==> config.mk <==
export PLATFORM = sky130hd
export DESIGN_NAME = hostname_label_validator_top_flat
export DESIGN_NICKNAME = d
export VERILOG_FILES = /design/src/rtl/hlv_pkg.sv /design/src/rtl/hlv_req_if.sv /design/src/rtl/hlv_rsp_if.sv /design/src/rtl/hostname_label_validator_top.sv /design/src/rtl/hlv_char_check.sv /design/src/flat_wrapper.sv
export SDC_FILE = /design/constraint.sdc
export NUM_CORES = 1
export LEC_CHECK = 0
export ABC_AREA = 1
export BUFFER_PORTS_ARGS = -buffer_cell sky130_fd_sc_hd__buf_2
export CELL_PAD_IN_SITES_DETAIL_PLACEMENT = 0
export CELL_PAD_IN_SITES_GLOBAL_PLACEMENT = 2
export CORE_AREA = 10 10 91 77
export DETAILED_ROUTE_END_ITERATION = 8
export DIE_AREA = 0 0 101 87
export PLACE_DENSITY = 0.82
export RECOVER_POWER = 50
export SYNTH_ARGS = -nofsm -noshare
export SYNTH_HDL_FRONTEND = slang
export SYNTH_SLANG_ARGS = --single-unit
export TNS_END_PERCENT = 10
==> constraint.sdc <==
create_clock -name clock -period 1.6 [get_ports clock]
set_input_delay 0.24 -clock clock [delete_from_list [all_inputs] [get_ports clock]]
set_output_delay 0.24 -clock clock [all_outputs]
set_load 0.02 [all_outputs]
==> src/rtl/hlv_pkg.sv <==
package hlv_pkg;

   // Limits on the name and on each dot-separated label
   localparam int unsigned MAX_NAME_LENGTH  = 253;
   localparam int unsigned MAX_LABEL_LENGTH = 63;

   // Counters saturate one past their limit
   localparam int unsigned TOTAL_W = $clog2(MAX_NAME_LENGTH + 2);
   localparam int unsigned LABEL_W = $clog2(MAX_LABEL_LENGTH + 2);

   localparam logic [TOTAL_W-1:0] TOTAL_MAX = TOTAL_W'(MAX_NAME_LENGTH);
   localparam logic [LABEL_W-1:0] LABEL_MAX = LABEL_W'(MAX_LABEL_LENGTH);

   // Character codes with a special role
   localparam logic [7:0] CHAR_END    = 8'h00;
   localparam logic [7:0] CHAR_DOT    = 8'h2E;
   localparam logic [7:0] CHAR_HYPHEN = 8'h2D;

   // Running state of the name being checked
   typedef struct packed {
      logic [TOTAL_W-1:0] total_length;
      logic [LABEL_W-1:0] label_length;
      logic               previous_was_hyphen;
      logic               name_failed;
   } hlv_state_type;

   localparam hlv_state_type STATE_CLEAR = '{
      total_length:        '0,
      label_length:        '0,
      previous_was_hyphen: 1'b0,
      name_failed:         1'b0
   };

   // ASCII letters and digits
   function automatic logic is_alnum(input logic [7:0] code);
      return code inside {[8'h30:8'h39], [8'h41:8'h5A], [8'h61:8'h7A]};
   endfunction

endpackage

==> src/rtl/hlv_req_if.sv <==
interface hlv_req_if;
   logic       valid;
   logic       ready;
   logic [7:0] char_code;

   modport source (output valid, output char_code, input ready);
   modport sink   (input valid, input char_code, output ready);
endinterface

==> src/rtl/hlv_rsp_if.sv <==
interface hlv_rsp_if;
   logic valid;
   logic ready;
   logic hostname_ok;

   modport source (output valid, output hostname_ok, input ready);
   modport sink   (input valid, input hostname_ok, output ready);
endinterface

==> src/rtl/hostname_label_validator_top.sv <==
// Path: a terminator accepted into the input register is loaded into the result register
//   once that register is free; its verdict is offered from the result register.
// Throughput: one character per cycle, but a terminator waits while the result register
//   still holds a verdict; an input register and the result register let a new
//   character be taken while a verdict waits.
// Reset: synchronous, active high; clears both valid flags and the name state.
module hostname_label_validator_top (
   input logic       clock,
   input logic       reset,
   hlv_req_if.sink   req_chan,
   hlv_rsp_if.source rsp_chan
);

   logic                   in_valid_ff, in_valid_in;
   logic [7:0]             in_char_ff;
   hlv_pkg::hlv_state_type state_ff, state_in;
   logic                   rsp_valid_ff, rsp_valid_in;
   logic                   rsp_ok_ff;
   logic                   ok_comb;
   logic                   out_free;
   logic                   advance;
   logic                   load_rsp;

   hlv_char_check u_check (
      .char_code   (in_char_ff),
      .state_cur   (state_ff),
      .state_next  (state_in),
      .hostname_ok (ok_comb)
   );

   // stage control: a terminator waits for room in the result register
   assign out_free       = !rsp_valid_ff || rsp_chan.ready;
   assign advance        = in_valid_ff && ((in_char_ff != hlv_pkg::CHAR_END) || out_free);
   assign load_rsp       = advance && (in_char_ff == hlv_pkg::CHAR_END);
   assign req_chan.ready = !in_valid_ff || advance;

   assign in_valid_in  = req_chan.ready ? req_chan.valid : in_valid_ff;
   assign rsp_valid_in = load_rsp ? 1'b1 : (rsp_chan.ready ? 1'b0 : rsp_valid_ff);

   // control registers
   always_ff @(posedge clock) begin
      if (reset) begin
         in_valid_ff  <= 1'b0;
         rsp_valid_ff <= 1'b0;
         state_ff     <= hlv_pkg::STATE_CLEAR;
      end else begin
         in_valid_ff  <= in_valid_in;
         rsp_valid_ff <= rsp_valid_in;
         if (advance) begin
            state_ff <= state_in;
         end
      end
   end

   // payload registers
   always_ff @(posedge clock) begin
      if (req_chan.valid && req_chan.ready) begin
         in_char_ff <= req_chan.char_code;
      end
      if (load_rsp) begin
         rsp_ok_ff <= ok_comb;
      end
   end

   assign rsp_chan.valid       = rsp_valid_ff;
   assign rsp_chan.hostname_ok = rsp_ok_ff;

endmodule

==> src/rtl/hlv_char_check.sv <==
module hlv_char_check (
   input  logic [7:0]             char_code,
   input  hlv_pkg::hlv_state_type state_cur,
   output hlv_pkg::hlv_state_type state_next,
   output logic                   hostname_ok
);

   logic [hlv_pkg::TOTAL_W-1:0] total_inc;
   logic [hlv_pkg::LABEL_W-1:0] label_inc;
   logic                        fail_acc;

   always_comb begin
      // saturating counters
      total_inc = (state_cur.total_length <= hlv_pkg::TOTAL_MAX) ?
                  state_cur.total_length + 1'b1 : state_cur.total_length;
      label_inc = (state_cur.label_length <= hlv_pkg::LABEL_MAX) ?
                  state_cur.label_length + 1'b1 : state_cur.label_length;

      // verdict on the terminator
      hostname_ok = !state_cur.name_failed &&
                    (state_cur.total_length != '0) &&
                    (state_cur.total_length <= hlv_pkg::TOTAL_MAX) &&
                    (state_cur.label_length != '0) &&
                    !state_cur.previous_was_hyphen;

      fail_acc   = state_cur.name_failed || (total_inc > hlv_pkg::TOTAL_MAX);
      state_next = state_cur;
      state_next.total_length = total_inc;

      if (char_code == hlv_pkg::CHAR_END) begin
         state_next = hlv_pkg::STATE_CLEAR;
      end else if (char_code == hlv_pkg::CHAR_DOT) begin
         // label boundary: label must be non-empty and not end in a hyphen
         state_next.name_failed = fail_acc || (state_cur.label_length == '0) ||
                                  state_cur.previous_was_hyphen;
         state_next.label_length        = '0;
         state_next.previous_was_hyphen = 1'b0;
      end else begin
         if (char_code == hlv_pkg::CHAR_HYPHEN) begin
            fail_acc = fail_acc || (state_cur.label_length == '0);
            state_next.previous_was_hyphen = 1'b1;
         end else begin
            fail_acc = fail_acc || !hlv_pkg::is_alnum(char_code);
            state_next.previous_was_hyphen = 1'b0;
         end
         state_next.label_length = label_inc;
         state_next.name_failed  = fail_acc || (label_inc > hlv_pkg::LABEL_MAX);
      end
   end

endmodule

==> src/flat_wrapper.sv <==
// flat-port wrapper written by rule: the top's interface ports become plain ports
module hostname_label_validator_top_flat 
  (clock, reset, req_chan_valid, req_chan_char_code, req_chan_ready, rsp_chan_valid, rsp_chan_hostname_ok, rsp_chan_ready);
  hlv_req_if req_chan_i ();
  hlv_rsp_if rsp_chan_i ();
  input logic clock;
  input logic reset;
  input wire logic [$bits(req_chan_i.valid)-1:0] req_chan_valid;
  input wire logic [$bits(req_chan_i.char_code)-1:0] req_chan_char_code;
  output wire logic [$bits(req_chan_i.ready)-1:0] req_chan_ready;
  output wire logic [$bits(rsp_chan_i.valid)-1:0] rsp_chan_valid;
  output wire logic [$bits(rsp_chan_i.hostname_ok)-1:0] rsp_chan_hostname_ok;
  input wire logic [$bits(rsp_chan_i.ready)-1:0] rsp_chan_ready;
  assign req_chan_i.valid = req_chan_valid;
  assign req_chan_i.char_code = req_chan_char_code;
  assign req_chan_ready = req_chan_i.ready;
  assign rsp_chan_valid = rsp_chan_i.valid;
  assign rsp_chan_hostname_ok = rsp_chan_i.hostname_ok;
  assign rsp_chan_i.ready = rsp_chan_ready;
  hostname_label_validator_top u_core (.clock(clock), .reset(reset), .req_chan(req_chan_i), .rsp_chan(rsp_chan_i));
endmodule
### Word-level counts from Yosys, hierarchy flattened

Index checks and enable logic that the tools add are counted.

| word-level totals | value |
|---|---|
| register bits after elaboration | 28 |
| logic and storage cells | 63 |
| input bits | 12 |
| output and inout bits | 3 |

| cells by class | value |
|---|---|
| $add $sub $neg | 2 |
| magnitude comparators | 10 |
| reduce and logical (&&, ||, !) cells | 30 |
| equality and inequality tests | 2 |
| multiplexer cells | 11 |

Operators by type and width:

| kind | count |
|---|---|
| $mux 9 | 2 |
| $eq 8x6->1 const B | 2 |
| $ge 8x7->1 const B | 2 |
| $le 8x7->1 const B | 2 |
| $mux 8 | 2 |
| $reduce_bool 8->1 | 2 |
| $logic_and 1x1->1 | 10 |
| $add 8x1->8 const B | 1 |
| $ge 8x6->1 const B | 1 |
| $gt 8x8->1 const B | 1 |
| $le 8x6->1 const B | 1 |
| $le 8x8->1 const B | 1 |
| $logic_not 8->1 | 1 |
| $logic_or 1x1->1 | 8 |
| $add 7x1->7 const B | 1 |
| $gt 7x6->1 const B | 1 |
| $le 7x6->1 const B | 1 |
| $logic_not 7->1 | 1 |
| $mux 7 | 1 |
| $reduce_bool 7->1 | 1 |
| $mux 1 | 6 |
| $logic_not 1->1 | 5 |
| $reduce_bool 3->1 | 1 |
| $reduce_bool 2->1 | 1 |

### Depth between registers and ports, before layout

| logic depth | value |
|---|---|
| depth in word-level cells | 11 |
| gate-level depth with buffers | 13 |
| gate-level depth less buffers | 13 |

### Cells and area by module

Synthesis repeated with hierarchy kept, for this count alone.

| unflattened totals | value |
|---|---|
| cell total of the unflattened synthesis | 299 |
| area, all modules | 1985.7 um^2 |

Modules (own cells, without submodules):

| module | times used | seq. area each (um^2) | area each (um^2) | cells each |
|---|---|---|---|---|
| hostname_label_validator_top | 1 | 650.6 | 1229.9 | 141 |
| hlv_char_check | 1 | 0.0 | 755.7 | 158 |

### Worst setup path after synthesis

No wires, ideal clock.

| timing | value |
|---|---|
| kind | reg2reg |
| from | register u_core.in_char_ff[6] |
| to | register u_core.in_char_ff[0], enable pin |
| required time | 1.327 ns |
| slack | -0.108 ns |
| path buffers | 0 |
| clock period less this slack | 1.708 ns |
| stages on the path, launching flop included | 9 |
| library setup time | 0.273 ns |
| arrival | 1.435 ns |
| path through | edfxtp_1 > inv_2 > nand2_1 > nor3_2 > nand3_2 > inv_1 > nand4_1 > nand2_1 > inv_1 |

| on the way | value |
|---|---|
| word-level cells in the longest chain between the ends | 5 |

Ends and longest elaborated chain:

| item | RTL line | source |
|---|---|---|
| start: declaration | hostname_label_validator_top.sv:15 | `logic [7:0] in_char_ff;` |
| start signal: assignment | hostname_label_validator_top.sv:58 | `in_char_ff <= req_chan.char_code;` |
| $reduce_bool 8->1 | hostname_label_validator_top.sv:33 | `assign advance = in_valid_ff && ((in_char_ff != hlv_pkg::CHAR_END) \|\| out_free);` |
| $logic_or 1x1->1 | hostname_label_validator_top.sv:33 |  |
| $logic_and 1x1->1 | hostname_label_validator_top.sv:33 |  |
| $logic_or 1x1->1 | hostname_label_validator_top.sv:35 | `assign req_chan.ready = !in_valid_ff \|\| advance;` |
| net req_chan_ready | flat_wrapper.sv:10 | `output wire logic [$bits(req_chan_i.ready)-1:0] req_chan_ready;` |
| $logic_and 1x1->1 | hostname_label_validator_top.sv:57 | `if (req_chan.valid && req_chan.ready) begin` |

The timed path passes the listed nets, and every way through them passes these cells.
A chain may end at the register's enable or synchronous reset.

### Worst setup path in the final report

| timing | value |
|---|---|
| from | register u_core.in_char_ff[6] |
| to | output port req_chan_ready |

| on the way | value |
|---|---|
| word-level cells in the longest chain between the ends | 4 |

Ends and longest elaborated chain:

| item | RTL line |
|---|---|
| $reduce_bool 8->1 | hostname_label_validator_top.sv:33 |
| $logic_or 1x1->1 | hostname_label_validator_top.sv:33 |
| $logic_and 1x1->1 | hostname_label_validator_top.sv:33 |
| $logic_or 1x1->1 | hostname_label_validator_top.sv:35 |
| end: declaration | flat_wrapper.sv:10 |

No other way between the ends.

==> reports/summary.md <==
## Worst setup path
• primary output — kind of capture point of the worst setup path
• req_chan_ready — timing endpoint of the critical path
• u_core.in_char_ff[6] — beginning of the critical path
• u_core.state_ff[11] — Crit Reg-Reg Endpoint
• sky130_fd_sc_hd__inv_2 — CP dominant cell by count
• flop to primary output — category of the most critical setup path
• 7 — number of stages on the worst setup path
• flop — launching element type of the critical path
• inv_2 > nand2_4 > nor3_4 > nand3_2 > inv_2 > nand4_1 > buf_6 — list of cells traversed by the critical path
• sky130_fd_sc_hd__edfxtp_1 — worst-path cell with the longest stage delay
• 0.41 ns — largest stage delay on the critical path
• 2 — peak fanout along the critical path
• flip-flops — cell family with the largest share of critical-path delay
• 0 ns — worst reg-to-reg setup slack
• 1.36 ns — required time at the worst-slack endpoint
• 1.43 ns — worst endpoint data arrival time
• 3 — Critical path buffers and inverters
• u_core.in_char_ff[6] — Crit Reg-Reg Startpoint
• 10 — FF-to-FF path depth

## STA
• 1.67 ns — fin crit period
• 104% — final critical-path share of the clock period
• -0.0664 ns — setup slack of the critical path after layout
• true — RSZ-0062 raised after global routing
• 78.9% — worst rel slew slack
• 0.316 ns — slew at the pin closest to its max-slew limit
• -0.0679 ns — final setup TNS
• 0.131 ns — Worst Hold Margin
• 0 — final number of max-transition violations
• 0.0105 ns — Layout Skew
• 0.600 GHz — highest clock rate
• 3 — final setup vio count
• 0 — count of endpoints failing hold in the final timing report

## Final layout
• 293 — Nets
• 34.5% — fraction of final layout cells sized beyond drive strength 1
• 0 — Antenna diodes
• 30.5% — area growth from synthesis to final layout
• 41.4% — final core utilization

## Synthesis
• 7.19 um^2 — post-synthesis average cell area
• 9 — number of flops mapped to enable cells by yosys
• sky130_fd_sc_hd__dfxtp_1 — library cell occupying the most area in the post-synthesis netlist
• 0 — count of yosys warnings during synthesis
• 22.8% — share of the synthesized area in the top cell type
• 1670 um^2 — netlist area before placement
• sky130_fd_sc_hd__nand2_1 — most common cell in the synthesized netlist
• sky130_fd_sc_hd__dfxtp_1 (23%), sky130_fd_sc_hd__nand2_1 (17%), sky130_fd_sc_hd__edfxtp_1 (16%) — synth top area cells
• 39.0% — share of synthesized area occupied by flip-flops and latches
• 249 — total nets after synthesis
• 0% — proportion of register bits with asynchronous set or reset after synthesis
• 30 — distinct cell type count after synthesis
• sky130_fd_sc_hd__nand2_1 (75), sky130_fd_sc_hd__inv_1 (24), sky130_fd_sc_hd__dfxtp_1 (19) — cell types with the highest counts after synthesis
• 232 — Post-Syn Instances
• 28 — Yosys reg bits
• sky130_fd_sc_hd__dfxtp_1 — top flip-flop cell by instance count after synthesis

## Worst hold path
• input port to flop — kind of path behind the tightest hold check

## Detailed routing
• 1548 — vias after detailed routing
• 4.55 — per-cell via count in the routed design
• 4 — number of search-and-repair iterations in the first detailed-routing pass
• 12.0 um — final routed wire length divided by cell count
• 4090 um — drt total wl
• 0 — count of antenna-violating nets left after detailed routing
• 0 — # DRC
• 76 — number of violations reported at the end of detailed-routing iteration 0

## Global route
• 9.41% — GRT Total Usage
• 0 — initial antenna violation count
• 1426 — vias in the first global route
• 6800 um — wire length of the first global-routing pass
• 14.4% — met2 capacity usage during global routing
• met2 — most used routing layer
• 16 — maximum number of pins on one net before global-route repair
• 0 — grt ovf
• 2.14% — met3 Resource Use GR
• 13.0% — met1 track utilization from global routing

## Floorplan
• 15 — I/O pin cnt
• 5260 um^2 — core outline area
• 24 — Site Rows
• 31.7% — starting density of the core
• 101 um — DIE WIDTH
• 87 um — Die Height
• 8790 um^2 — die area

## Pwr
• 630 nW/um^2 — pwr/cell area
• 0.920 nW — reported leakage power
• 0.312 mV — IR drop worst, VDD
• 1.37 mW — power after layout

## Placed design
• 0.824 — routability-driven placement congestion ratio
• 3090 um — half-perimeter wire length of the detailed placement result
• 14 — count of input and output buffers

## Clocking
• 1 — Max H-tree Level
• 3 — TritonCTS buffer count
• 2 — maximum clock insertion buffer count
• done — TritonCTS clock tree
• 0 — number of buffers inserted for hold repair after clock tree synthesis
• 28 — clock sink total
• 0.27 ns — Clock Latency Late Sink
• sky130_fd_sc_hd__clkbuf_8 — CTS Root Cell
• 0.10 ns — clock-pin slew reported for the worst setup and hold paths after clock tree synthesis

## Status
• finished with violations — run status
• setup timing — failing checks

## Run
• 0 — max cap viols

-- placed cells by master (no fill, tap or decap), types with 9 or more instances in the layout --
cell type / synthesis / final
sky130_fd_sc_hd__inv_1: 24 / 20
sky130_fd_sc_hd__nand3_1: 16 / 14
sky130_fd_sc_hd__nand2_1: 75 / 70
sky130_fd_sc_hd__buf_2: 1 / 13
sky130_fd_sc_hd__edfxtp_1: 9 / 9
sky130_fd_sc_hd__nor2_1: 15 / 14
sky130_fd_sc_hd__dfxtp_1: 19 / 17
sky130_fd_sc_hd__buf_4: 1 / 26
sky130_fd_sc_hd__inv_2: 7 / 10
sky130_fd_sc_hd__a21oi_1: 18 / 13
-- power breakdown --
group          internal (mW)  leakage [nW]  switching [mW]
sequential             0.761         0.242          0.0222
combinational         0.0877         0.655           0.107
clock                  0.178        0.0228           0.215
total                   1.03         0.920           0.345
-- metrics by stage --
stage	worst slack, ns	instance area (um^2)	instances
3_3_place_gp	0.0190	1950	325
4_1_cts	-0.122	2030	333
2_1_floorplan	-0.0594	1670	232
5_1_grt	-0.176	2180	340
3_5_place_dp	-0.0148	1950	325
6_report	-0.0664	2180	340
-- metal layers --
layer | wire length, um | up-vias
li1 | - | 832
met1 | 2090 | 701
met2 | 1880 | 13
met3 | 89 | 2
met4 | 30 | 0
met5 | 0 | -
-- flip-flops by register name, indices dropped and copies added, names as in the netlist --
register                     count
u_core.state_ff                 17
u_core.in_valid_ff               1
u_core.rsp_chan.hostname_ok      1
u_core.in_char_ff                8
u_core.rsp_chan.valid            1
-- kinds of logic (layout without fill, tap and decap cells) --
logic type / count (synthesis) / count (layout) / share of synthesized area, %
simple gates: 132 / 133 / 36.8
buf+inv: 35 / 77 / 8.18
flops: 28 / 28 / 39.0
compound gates: 27 / 27 / 9.68
fa+ha+maj: 5 / 5 / 3.75
xor+xnor: 5 / 5 / 2.63
-- final cells by class --
cell class                 instances  area, um^2
sequential                        28         653
tap                               65        81.3
inverter                          31         121
multi-input combinational        170         972
fill                             558        3080
clock buffer                       4        45.0
timing repair buffer              42         303
-- worst reg2reg max path, stage by stage, from the launching register on --
cell	delay (ns)
sky130_fd_sc_hd__edfxtp_1	0.41
sky130_fd_sc_hd__inv_2	0.10
sky130_fd_sc_hd__nand2_4	0.06
sky130_fd_sc_hd__nor3_4	0.12
sky130_fd_sc_hd__nand3_2	0.10
sky130_fd_sc_hd__buf_4	0.16
sky130_fd_sc_hd__o21ai_4	0.16
sky130_fd_sc_hd__buf_6	0.15
sky130_fd_sc_hd__buf_12	0.11
sky130_fd_sc_hd__nand2_1	0.04
sky130_fd_sc_hd__a21oi_1	0.12
-- worst min-delay path by stage --
stage	start	end	cells after the start
floorplan	req_chan_char_code[0]	u_core.in_char_ff[0]	0
global placement	req_chan_char_code[1]	u_core.in_char_ff[1]	1
detailed placement	req_chan_char_code[7]	u_core.in_char_ff[7]	1
CTS	req_chan_char_code[7]	u_core.in_char_ff[7]	1
global route	req_chan_char_code[6]	u_core.in_char_ff[6]	1
finish	req_chan_char_code[7]	u_core.in_char_ff[7]	1
-- timing repair --
item                       4_1_cts  5_1_grt
pin swaps                        2       10
setup endpoints to repair        3       28
gates cloned                     0        1
setup buffers                    4        6
gates resized for setup          4       28
No activity file was read; power rests on OpenSTA's default activity.
